**src/rtl/cdp_pkg.sv**
```systemverilog
// shared types, codes and constants for the capability document parser
package cdp_pkg;

	// width of the saturating document byte counter
	localparam int LENGTH_COUNTER_BITS = 16;
	localparam int MAX_LEN_BITS = 16;
	localparam int CMP_BITS = (LENGTH_COUNTER_BITS > MAX_LEN_BITS) ?
		LENGTH_COUNTER_BITS : MAX_LEN_BITS;
	localparam logic [MAX_LEN_BITS-1:0] MAX_LEN_RESET = 16'd4096;

	// parse phases
	localparam logic [3:0] PH_VERSION  = 4'd0;
	localparam logic [3:0] PH_PMIN     = 4'd1;
	localparam logic [3:0] PH_NSCOUNT  = 4'd9;
	localparam logic [3:0] PH_NSLEN    = 4'd10;
	localparam logic [3:0] PH_NSBYTE   = 4'd11;
	localparam logic [3:0] PH_OPTCOUNT = 4'd12;
	localparam logic [3:0] PH_OPTHDR   = 4'd13;
	localparam logic [3:0] PH_OPTVAL   = 4'd14;
	localparam logic [3:0] PH_DONE     = 4'd15;

	localparam logic [7:0] DOC_VERSION = 8'd1;
	// last byte index of an option header (key, length low, length high)
	localparam logic [2:0] OPT_HDR_LAST = 3'd2;

	// field ids with special handling
	localparam logic [3:0] FID_SECURITY = 4'd7;
	localparam logic [3:0] FID_NSCOUNT  = 4'd8;
	localparam logic [3:0] FID_OPTCOUNT = 4'd9;

	// result kinds
	localparam logic [1:0] KIND_FIELD  = 2'd0;
	localparam logic [1:0] KIND_NSLEN  = 2'd1;
	localparam logic [1:0] KIND_NSBYTE = 2'd2;
	localparam logic [1:0] KIND_STATUS = 2'd3;

	// status codes
	localparam logic [2:0] ST_OK     = 3'd0;
	localparam logic [2:0] ST_BADVER = 3'd1;
	localparam logic [2:0] ST_TRUNC  = 3'd2;
	localparam logic [2:0] ST_TRAIL  = 3'd3;
	localparam logic [2:0] ST_LONG   = 3'd4;

	// one result item plus its valid flag
	typedef struct packed {
		logic        vld;
		logic [1:0]  result_kind;
		logic [3:0]  field_id;
		logic [63:0] field_value;
		logic [7:0]  namespace_number;
		logic        end_of_document;
		logic [2:0]  status;
	} res_t;

	// index of the final byte of each header field
	function automatic logic [2:0] field_last(input logic [3:0] id);
		logic [2:0] r;
		begin
			case (id)
				4'd2, 4'd7, 4'd9: r = 3'd1;
				4'd3:             r = 3'd3;
				4'd4:             r = 3'd7;
				default:          r = 3'd0;
			endcase
			return r;
		end
	endfunction

endpackage

```
**src/rtl/cdp_in_if.sv**
```systemverilog
// input channel: one document byte per item
interface cdp_in_if;
	logic       valid;
	logic       ready;
	logic [7:0] data_byte;
	logic       last_byte;

	modport source (output valid, output data_byte, output last_byte, input ready);
	modport sink (input valid, input data_byte, input last_byte, output ready);
endinterface

```
**src/rtl/cdp_out_if.sv**
```systemverilog
// output channel: one parse result per item
interface cdp_out_if;
	logic        valid;
	logic        ready;
	logic [1:0]  result_kind;
	logic [3:0]  field_id;
	logic [63:0] field_value;
	logic [7:0]  namespace_number;
	logic        end_of_document;
	logic [2:0]  status;

	modport source (output valid, output result_kind, output field_id,
		output field_value, output namespace_number, output end_of_document,
		output status, input ready);
	modport sink (input valid, input result_kind, input field_id,
		input field_value, input namespace_number, input end_of_document,
		input status, output ready);
endinterface

```
**src/rtl/cdp_parse.sv**
```systemverilog
// parse state registers and the per-byte next-state and result logic
module cdp_parse (
	input  logic                clk,
	input  logic                arst_n,
	input  logic                cfg_wr_en,
	input  logic [15:0]         cfg_wr_data,
	input  logic                step,
	input  logic [7:0]          data_byte,
	input  logic                last_byte,
	output cdp_pkg::res_t       result
);

	localparam int LB = cdp_pkg::LENGTH_COUNTER_BITS;
	localparam int CW = cdp_pkg::CMP_BITS;
	localparam logic [LB-1:0] CNT_SAT = {LB{1'b1}};

	logic [15:0]   max_len_q;
	logic [3:0]    phase_q, phase_n;
	logic [2:0]    bif_q, bif_n;
	logic [63:0]   acc_q, acc_n;
	logic [LB-1:0] cnt_q, cnt_n;
	logic [7:0]    ns_left_q, ns_left_n;
	logic [7:0]    ns_ctr_q, ns_ctr_n;
	logic [15:0]   bytes_left_q, bytes_left_n;
	logic [15:0]   opt_left_q, opt_left_n;
	logic [2:0]    err_q, err_n;

	logic [63:0]   acc_or;
	logic [3:0]    fid;
	logic [7:0]    ns_dec;
	logic [15:0]   bl_dec;
	logic [15:0]   opt_dec;
	logic [15:0]   hdr_len;
	logic          emit;

	// limit register
	always_ff @(posedge clk or negedge arst_n) begin
		if (!arst_n) begin
			max_len_q <= cdp_pkg::MAX_LEN_RESET;
		end else if (cfg_wr_en) begin
			max_len_q <= cfg_wr_data;
		end
	end

	assign acc_or  = acc_q | ({56'd0, data_byte} << {bif_q, 3'b000});
	assign fid     = (phase_q == cdp_pkg::PH_OPTCOUNT) ? cdp_pkg::FID_OPTCOUNT :
		(phase_q - cdp_pkg::PH_PMIN);
	assign ns_dec  = ns_left_q - 8'd1;
	assign bl_dec  = bytes_left_q - 16'd1;
	assign opt_dec = opt_left_q - 16'd1;
	assign hdr_len = (bif_q == 3'd1) ? {8'd0, data_byte} :
		((bif_q == 3'd2) ? (acc_q[15:0] | {data_byte, 8'd0}) : acc_q[15:0]);

	// next state and result for one byte
	always_comb begin
		phase_n      = phase_q;
		bif_n        = bif_q;
		acc_n        = acc_q;
		ns_left_n    = ns_left_q;
		ns_ctr_n     = ns_ctr_q;
		bytes_left_n = bytes_left_q;
		opt_left_n   = opt_left_q;
		err_n        = err_q;
		emit         = 1'b0;
		result       = '0;
		result.result_kind = cdp_pkg::KIND_STATUS;

		// saturating byte count and length limit
		if (cnt_q == CNT_SAT) begin
			cnt_n = CNT_SAT;
			err_n = cdp_pkg::ST_LONG;
		end else begin
			cnt_n = cnt_q + 1'b1;
			if (CW'(cnt_n) > CW'(max_len_q)) begin
				err_n = cdp_pkg::ST_LONG;
			end
		end

		if (err_n == cdp_pkg::ST_OK) begin
			case (phase_q)
				cdp_pkg::PH_VERSION: begin
					if (data_byte != cdp_pkg::DOC_VERSION) begin
						err_n = cdp_pkg::ST_BADVER;
					end else begin
						phase_n = cdp_pkg::PH_PMIN;
					end
				end
				4'd1, 4'd2, 4'd3, 4'd4, 4'd5, 4'd6, 4'd7, 4'd8,
				cdp_pkg::PH_NSCOUNT, cdp_pkg::PH_OPTCOUNT: begin
					acc_n = acc_or;
					bif_n = bif_q + 3'd1;
					if (bif_q >= cdp_pkg::field_last(fid)) begin
						emit = 1'b1;
						result.result_kind = cdp_pkg::KIND_FIELD;
						result.field_id    = fid;
						result.field_value = acc_or;
						acc_n = '0;
						bif_n = '0;
						if (fid <= cdp_pkg::FID_SECURITY) begin
							phase_n = phase_q + 4'd1;
						end else if (fid == cdp_pkg::FID_NSCOUNT) begin
							ns_left_n = acc_or[7:0];
							ns_ctr_n  = '0;
							phase_n   = (acc_or[7:0] != 8'd0) ? cdp_pkg::PH_NSLEN :
								cdp_pkg::PH_OPTCOUNT;
						end else begin
							opt_left_n = acc_or[15:0];
							phase_n    = (acc_or[15:0] != 16'd0) ? cdp_pkg::PH_OPTHDR :
								cdp_pkg::PH_DONE;
						end
					end
				end
				cdp_pkg::PH_NSLEN, cdp_pkg::PH_NSBYTE: begin
					emit = 1'b1;
					result.result_kind = (phase_q == cdp_pkg::PH_NSLEN) ?
						cdp_pkg::KIND_NSLEN : cdp_pkg::KIND_NSBYTE;
					result.field_value      = {56'd0, data_byte};
					result.namespace_number = ns_ctr_q;
					if (phase_q == cdp_pkg::PH_NSLEN) begin
						bytes_left_n = {8'd0, data_byte};
						phase_n      = cdp_pkg::PH_NSBYTE;
					end else begin
						bytes_left_n = bl_dec;
					end
					// namespace complete
					if ((phase_q == cdp_pkg::PH_NSLEN && data_byte == 8'd0) ||
						(phase_q == cdp_pkg::PH_NSBYTE && bl_dec == 16'd0)) begin
						ns_ctr_n  = ns_ctr_q + 8'd1;
						ns_left_n = ns_dec;
						phase_n   = (ns_dec != 8'd0) ? cdp_pkg::PH_NSLEN :
							cdp_pkg::PH_OPTCOUNT;
					end
				end
				cdp_pkg::PH_OPTHDR: begin
					acc_n = {48'd0, hdr_len};
					bif_n = bif_q + 3'd1;
					if (bif_q >= cdp_pkg::OPT_HDR_LAST) begin
						bytes_left_n = hdr_len;
						acc_n = '0;
						bif_n = '0;
						if (hdr_len == 16'd0) begin
							opt_left_n = opt_dec;
							phase_n    = (opt_dec != 16'd0) ? cdp_pkg::PH_OPTHDR :
								cdp_pkg::PH_DONE;
						end else begin
							phase_n = cdp_pkg::PH_OPTVAL;
						end
					end
				end
				cdp_pkg::PH_OPTVAL: begin
					bytes_left_n = bl_dec;
					if (bl_dec == 16'd0) begin
						opt_left_n = opt_dec;
						phase_n    = (opt_dec != 16'd0) ? cdp_pkg::PH_OPTHDR :
							cdp_pkg::PH_DONE;
					end
				end
				default: begin
					err_n = cdp_pkg::ST_TRAIL;
				end
			endcase
		end

		result.vld = emit | last_byte;

		// end of document: report status and start over
		if (last_byte) begin
			result.end_of_document = 1'b1;
			if (err_n != cdp_pkg::ST_OK) begin
				result.status = err_n;
			end else if (phase_n != cdp_pkg::PH_DONE) begin
				result.status = cdp_pkg::ST_TRUNC;
			end else begin
				result.status = cdp_pkg::ST_OK;
			end
			phase_n      = cdp_pkg::PH_VERSION;
			bif_n        = '0;
			acc_n        = '0;
			cnt_n        = '0;
			ns_left_n    = '0;
			ns_ctr_n     = '0;
			bytes_left_n = '0;
			opt_left_n   = '0;
			err_n        = cdp_pkg::ST_OK;
		end
	end

	// parse state
	always_ff @(posedge clk or negedge arst_n) begin
		if (!arst_n) begin
			phase_q      <= cdp_pkg::PH_VERSION;
			bif_q        <= '0;
			acc_q        <= '0;
			cnt_q        <= '0;
			ns_left_q    <= '0;
			ns_ctr_q     <= '0;
			bytes_left_q <= '0;
			opt_left_q   <= '0;
			err_q        <= cdp_pkg::ST_OK;
		end else if (step) begin
			phase_q      <= phase_n;
			bif_q        <= bif_n;
			acc_q        <= acc_n;
			cnt_q        <= cnt_n;
			ns_left_q    <= ns_left_n;
			ns_ctr_q     <= ns_ctr_n;
			bytes_left_q <= bytes_left_n;
			opt_left_q   <= opt_left_n;
			err_q        <= err_n;
		end
	end

endmodule

```
**src/rtl/cdp_out_stage.sv**
```systemverilog
// result register driving the output channel
module cdp_out_stage (
	input  logic              clk,
	input  logic              arst_n,
	input  logic              load,
	input  cdp_pkg::res_t     result,
	output logic              busy,
	cdp_out_if.source         res
);

	logic          vld_q;
	cdp_pkg::res_t res_q;

	// valid flag: loaded on a processed item, cleared when taken
	always_ff @(posedge clk or negedge arst_n) begin
		if (!arst_n) begin
			vld_q <= 1'b0;
		end else if (load) begin
			vld_q <= result.vld;
		end else if (res.ready) begin
			vld_q <= 1'b0;
		end
	end

	// payload
	always_ff @(posedge clk) begin
		if (load && result.vld) begin
			res_q <= result;
		end
	end

	assign busy                 = vld_q & ~res.ready;
	assign res.valid            = vld_q;
	assign res.result_kind      = res_q.result_kind;
	assign res.field_id         = res_q.field_id;
	assign res.field_value      = res_q.field_value;
	assign res.namespace_number = res_q.namespace_number;
	assign res.end_of_document  = res_q.end_of_document;
	assign res.status           = res_q.status;

endmodule

```
**src/rtl/capability_document_parser.sv**
```systemverilog
// capability document parser: byte-serial parse of a binary capability document
// path: an accepted byte is held in the input register, then parsed, and its result is loaded into the result register
// throughput: one byte per cycle; a byte waits in the input register only while
//   the result register holds an item that is not taken
// reset: asynchronous, clears parse state and valid flags, limit goes to 4096
module capability_document_parser (
	input  logic        clk,
	input  logic        arst_n,
	input  logic        cfg_wr_en,
	input  logic [15:0] cfg_wr_data,
	cdp_in_if.sink      doc,
	cdp_out_if.source   res
);

	logic          v_s1;
	logic [7:0]    data_s1;
	logic          last_s1;
	logic          busy;
	logic          advance;
	cdp_pkg::res_t result;

	// a registered byte moves on whenever the result register is free
	assign advance   = v_s1 & ~busy;
	assign doc.ready = ~v_s1 | advance;

	// input register
	always_ff @(posedge clk or negedge arst_n) begin
		if (!arst_n) begin
			v_s1 <= 1'b0;
		end else if (doc.ready) begin
			v_s1 <= doc.valid;
		end
	end

	always_ff @(posedge clk) begin
		if (doc.ready && doc.valid) begin
			data_s1 <= doc.data_byte;
			last_s1 <= doc.last_byte;
		end
	end

	cdp_parse u_parse (
		.clk         (clk),
		.arst_n      (arst_n),
		.cfg_wr_en   (cfg_wr_en),
		.cfg_wr_data (cfg_wr_data),
		.step        (advance),
		.data_byte   (data_s1),
		.last_byte   (last_s1),
		.result      (result)
	);

	cdp_out_stage u_out (
		.clk    (clk),
		.arst_n (arst_n),
		.load   (advance),
		.result (result),
		.busy   (busy),
		.res    (res)
	);

endmodule

```
**src/flat_wrapper.sv**
```systemverilog
// flat-port wrapper written by rule: the top's interface ports become plain ports
module capability_document_parser_flat 
  (clk, arst_n, cfg_wr_en, cfg_wr_data, doc_valid, doc_data_byte, doc_last_byte, doc_ready, res_valid, res_result_kind, res_field_id, res_field_value, res_namespace_number, res_end_of_document, res_status, res_ready);
  cdp_in_if doc_i ();
  cdp_out_if res_i ();
  input  logic clk;
  input  logic arst_n;
  input  logic cfg_wr_en;
  input  logic [15:0] cfg_wr_data;
  input wire logic [$bits(doc_i.valid)-1:0] doc_valid;
  input wire logic [$bits(doc_i.data_byte)-1:0] doc_data_byte;
  input wire logic [$bits(doc_i.last_byte)-1:0] doc_last_byte;
  output wire logic [$bits(doc_i.ready)-1:0] doc_ready;
  output wire logic [$bits(res_i.valid)-1:0] res_valid;
  output wire logic [$bits(res_i.result_kind)-1:0] res_result_kind;
  output wire logic [$bits(res_i.field_id)-1:0] res_field_id;
  output wire logic [$bits(res_i.field_value)-1:0] res_field_value;
  output wire logic [$bits(res_i.namespace_number)-1:0] res_namespace_number;
  output wire logic [$bits(res_i.end_of_document)-1:0] res_end_of_document;
  output wire logic [$bits(res_i.status)-1:0] res_status;
  input wire logic [$bits(res_i.ready)-1:0] res_ready;
  assign doc_i.valid = doc_valid;
  assign doc_i.data_byte = doc_data_byte;
  assign doc_i.last_byte = doc_last_byte;
  assign doc_ready = doc_i.ready;
  assign res_valid = res_i.valid;
  assign res_result_kind = res_i.result_kind;
  assign res_field_id = res_i.field_id;
  assign res_field_value = res_i.field_value;
  assign res_namespace_number = res_i.namespace_number;
  assign res_end_of_document = res_i.end_of_document;
  assign res_status = res_i.status;
  assign res_i.ready = res_ready;
  capability_document_parser u_core (.clk(clk), .arst_n(arst_n), .cfg_wr_en(cfg_wr_en), .cfg_wr_data(cfg_wr_data), .doc(doc_i), .res(res_i));
endmodule
```
**config.mk**
```make
export PLATFORM = sky130hd
export DESIGN_NAME = capability_document_parser_flat
export DESIGN_NICKNAME = d
export VERILOG_FILES = /design/src/rtl/cdp_pkg.sv /design/src/rtl/cdp_in_if.sv /design/src/rtl/cdp_out_if.sv /design/src/rtl/cdp_parse.sv /design/src/rtl/cdp_out_stage.sv /design/src/rtl/capability_document_parser.sv /design/src/flat_wrapper.sv
export SDC_FILE = /design/constraint.sdc
export NUM_CORES = 1
export LEC_CHECK = 0
export BUFFER_PORTS_ARGS = -buffer_cell sky130_fd_sc_hd__buf_4
export CORE_MARGIN = 2
export CORE_UTILIZATION = 44
export DETAILED_ROUTE_END_ITERATION = 16
export PLACE_DENSITY = 0.66
export SLEW_MARGIN = 5
export SYNTH_ARGS = -nofsm -noshare
export SYNTH_HDL_FRONTEND = slang
export SYNTH_SLANG_ARGS = --single-unit
```
**constraint.sdc**
```tcl
create_clock -name clk -period 8.1 [get_ports clk]
set_input_delay 0.405 -clock clk [delete_from_list [all_inputs] [get_ports clk]]
set_output_delay 0.405 -clock clk [all_outputs]
set_load 0.01 [all_outputs]
```
==> metrics.md <==
| Metric | Value |
|---|---|
| Status | `completed` |
| Routed Antenna Nets | `0` |
| Reg2reg end | `u_core.u_out.res.field_value[30]` |
| Area leader, netlist | `dfrtp_1` |
| Compound-gate portion of the synthesized area | `0.208` |
| Vias | `11,532` |
| Post-layout minimum cycle time | `5910 ps` |
| Worst hold margin | `24.6 ps` |
| Final setup skew | `between 15 and 20 ps` |
| Setup crit end kind | `register` |
| Synth Area in Adders | `0.0328` |
| CTS tree | `yes` |
| Post-synthesis sequential area ratio | `0.497` |
| Vias in the first global route | `10,929` |
| Max cap viols | `0` |
| Internal | `3210 µW` |
| Final hold violation count | `0` |
| Fmax | `roughly 170 MHz` |
| Hold Crit Depth | `1` |
| Critical Path Max Stage Delay | `900 ps` |
| Clock Power Share | `0.252` |
| Drt first pass iters | `6` |
| Iter 0 DRT Violations | `~1,000` |
| Cells resized by post-CTS repair | `0` |
| Worst Min Path Start | `doc_data_byte[0]` |
| Gate power share | `0.398` |
| Initial antenna violation count | `0` |
| Synth cell types | `74` |
| DRC | `0` |
| Clk slew on worst S/H paths | `60 ps` |
| Required @ worst endpoint | `about 8300 ps` |
| Worst path top cell family by delay | `simple AND/OR/NAND/NOR gates` |
| Post-synth top area share | `0.290` |
| Simple-Gate Fraction of Synth Area | `0.199` |
| Switching power | `~2100 µW` |
| Most instantiated cells after synthesis | `nor2_1 (237), a21oi_1 (164), dfrtp_1 (155)` |
| Final setup violation count | `0` |
| Inserted Diodes | `0` |
| Cells after Synth | `1,467` |
| Mux cell area share after synthesis | `0.00459` |
| Routed WL | `roughly 37,000 µm` |
| Synthesized area per cell | `9.11 µm²` |
| Post-layout nets | `~1,600` |
| R2R Setup Slk | `2190 ps` |
| Util after Layout | `0.520` |
| Tcrit/Tclk final | `0.730` |
| Reg2Reg Depth | `17` |
| GPL Wtd Cong | `~0.94` |
| Largest family of logic cells by synthesized area | `compound AO/OA/AOI/OAI gates` |
| WP buf/inv | `1` |
| Peak VDD IR | `0.163 mV` |
| Final instance area | `0.0155 mm²` |
| Area Overhead vs Synth | `15.9%` |
| Synth Area in XOR/XNOR | `0.0203` |
| #FFs+latches synth | `around 250` |
| Slew Limit Fails | `0` |
| Syn Nets | `1,532` |
| Post-synth EDFFs | `91` |
| Overall die width | `approximately 180 µm` |
| Worst hold endpoint | `u_core.data_s1[0]` |
| Setup Fix Bufs, Post-CTS | `0` |
| RSZ-0062 raised after global routing | `no` |
| Cell with the most instances after synthesis | `nor2_1` |
| Net Sw Frac | `0.397` |
| Core area | `0.0298 mm²` |
| Worst-margin pin slew | `1240 ps` |
| Initial Util | `0.448` |
| Setup TNS | `0 ps` |
| Total power | `5310 µW` |
| TritonCTS Sinks | `247` |
| Post-DP HPWL | `~25,000 µm` |
| Largest net degree at the start of global routing | `88` |
| Post-placement cell area | `0.0145 mm²` |
| Port buffer count | `113` |
| Crit path max fanout | `82` |
| CTS root buffer | `clkbuf_16` |
| Grt ovf | `0` |
| Wirelength per Cell | `19.2 µm` |
| Crit path DAT | `6090 ps` |
| Worst-path cell chain | `nand3_1, nor3_1, and2_1, and4_1, nand3_1, nor2_1, nand2_1, xnor2_1, ha_1, nand4_1, nor4_1, nand4_1, o31a_1, nor3_1, a21oi_1, nor2_4, buf_4` |
| Critical-path top delay cell | `nor3_1` |
| Sequential share of power | `0.349` |
| Via density | `just under 6` |
| Cts bufs inserted | `29` |
| CTS Hold Bufs | `4` |
| Critical path startpoint category | `register` |
| Leakage | `0.00646 µW` |
| CTS max path bufs | `3` |
| I/O Pins | `114` |
| GRT Total Usage | `0.236` |
| First-pass GRT wire length | `59,600 µm` |
| Ys async rst share | `0.632` |
| Slew margin rel. | `0.173` |
| Share of cells above drive strength 1 | `0.129` |
| Synth Flop Type | `dfrtp_1` |
| H-tree level count | `1` |
| Mapped cell area | `0.0134 mm²` |
| Clock latency on the worst-skew pair | `570 ps` |
| Crit path kind | `register to register` |
| Synth warn | `0` |
| Largest cells by area after synthesis | `dfrtp_1 (29%), edfxtp_1 (20%), nor2_1 (6.7%)` |
| Vert. Die Dim | `178 µm` |
| Die ar. | `0.0318 mm²` |
| Reg2Reg Launch Point | `u_core.u_parse.cnt_q[2]` |
| Pwr Density | `343 mW/mm²` |
| Worst min path class | `input pin to register` |
| Row count | `63` |
## placed cells by master, fill, tap and decap left out, types with 14 or more instances in the layout
master,n
a31oi_1,18
nand2b_1,14
xnor2_1,21
edfxtp_1,91
and2_1,15
inv_1,32
o21ai_0,96
a21oi_1,164
clkbuf_16,29
dfrtp_1,155
nand2_1,117
nor4_1,20
o31ai_1,24
nand3_1,33
nor2_1,235
a22o_1,14
o21a_1,16
ha_1,35
and3_1,23
buf_4,131
o21ai_1,19
nor3_1,29
## per-layer routing
metal / share of wire / vias to the layer above / wire length, µm / track usage
met3: 0.059 / 82 / 2190 / 0.0313
met4: 0.038 / 0 / 1410 / 0.0898
met1: 0.44 / 5579 / 16600 / 0.337
li1: - / 5463 / - / -
met2: 0.46 / 408 / 17100 / 0.365
met5: 0 / - / 0 / 0
## registers in the layout, indices dropped and copies added (netlist names), 4 cells and up
register and cells:
u_core.u_parse.cnt_q 16, u_core.u_parse.ns_left_q 8, u_core.u_parse.phase_q 4, u_core.data_s1 8, u_core.u_out.res.namespace_number 8, u_core.u_parse.bytes_left_q 16
u_core.u_out.res.field_id 4, u_core.u_parse.opt_left_q 16, u_core.u_parse.ns_ctr_q 8, u_core.u_out.res.field_value 64, u_core.u_parse.max_len_q 16, u_core.u_parse.acc_q 64
## final cells by class
type / count / area [µm²]
repair buffers: 136 / 1030
inverters: 32 / 120
clock buffers: 40 / 807
well taps: 390 / 488
clock inverters: 13 / 175
flip-flops and latches: 247 / 6640
multi-input cells: 1086 / 6220
fillers: 2800 / 14300
## kinds of logic after synthesis
family,Yosys count
AOI/OAI and AO/OA,449
DFF,247
adders and majority gates,35
muxes,6
buffers and inverters,134
and+or+nand+nor,565
xor gates and xnor gates,31
## worst max-delay path by stage
stage / to / cells after the start / start
3_3_place_gp: u_core.u_out.res.field_value[9] / 17 / u_core.u_parse.cnt_q[3]
4_1_cts: u_core.u_out.res.field_value[9] / 17 / u_core.u_parse.cnt_q[2]
2_1_floorplan: u_core.u_out.res.end_of_document / 18 / u_core.u_parse.cnt_q[5]
3_5_place_dp: u_core.u_out.res.field_value[9] / 17 / u_core.u_parse.cnt_q[2]
5_1_grt: u_core.u_out.res.field_value[9] / 17 / u_core.u_parse.cnt_q[2]
6_report: u_core.u_out.res.field_value[30] / 17 / u_core.u_parse.cnt_q[2]
## worst register-to-register path: stages, from the launching register on
cell and delay, ps:
dfrtp_1 420, nand3_1 170, nor3_1 320, and2_1 240, and4_1 280, nand3_1 170
nor2_1 170, nand2_1 120, xnor2_1 140, ha_1 320, nand4_1 150, nor4_1 380
nand4_1 140, o31a_1 240, nor3_1 900, a21oi_1 310, nor2_4 150, buf_4 850
## power by group through the flow
stage | Sequential [µW] | Combinational (µW) | Clock, µW
final | 1860 | 2120 | 1340
after floorplan | 1860 | 1390 | 0
after CTS | 1860 | 2110 | 1360
after global placement | 1870 | 2080 | 0
after global routing | 1890 | 2330 | 1410
after detailed placement | 1870 | 2100 | 0
## through the flow
stage / worst slack [ps] / cells
floorplan: 559 / 1467
global placement: 2550 / 1887
detailed placement: 2270 / 1887
CTS: 2240 / 1944
global route: 1570 / 1944
finish: 2190 / 1944
Power figures use the tool's default switching activity.
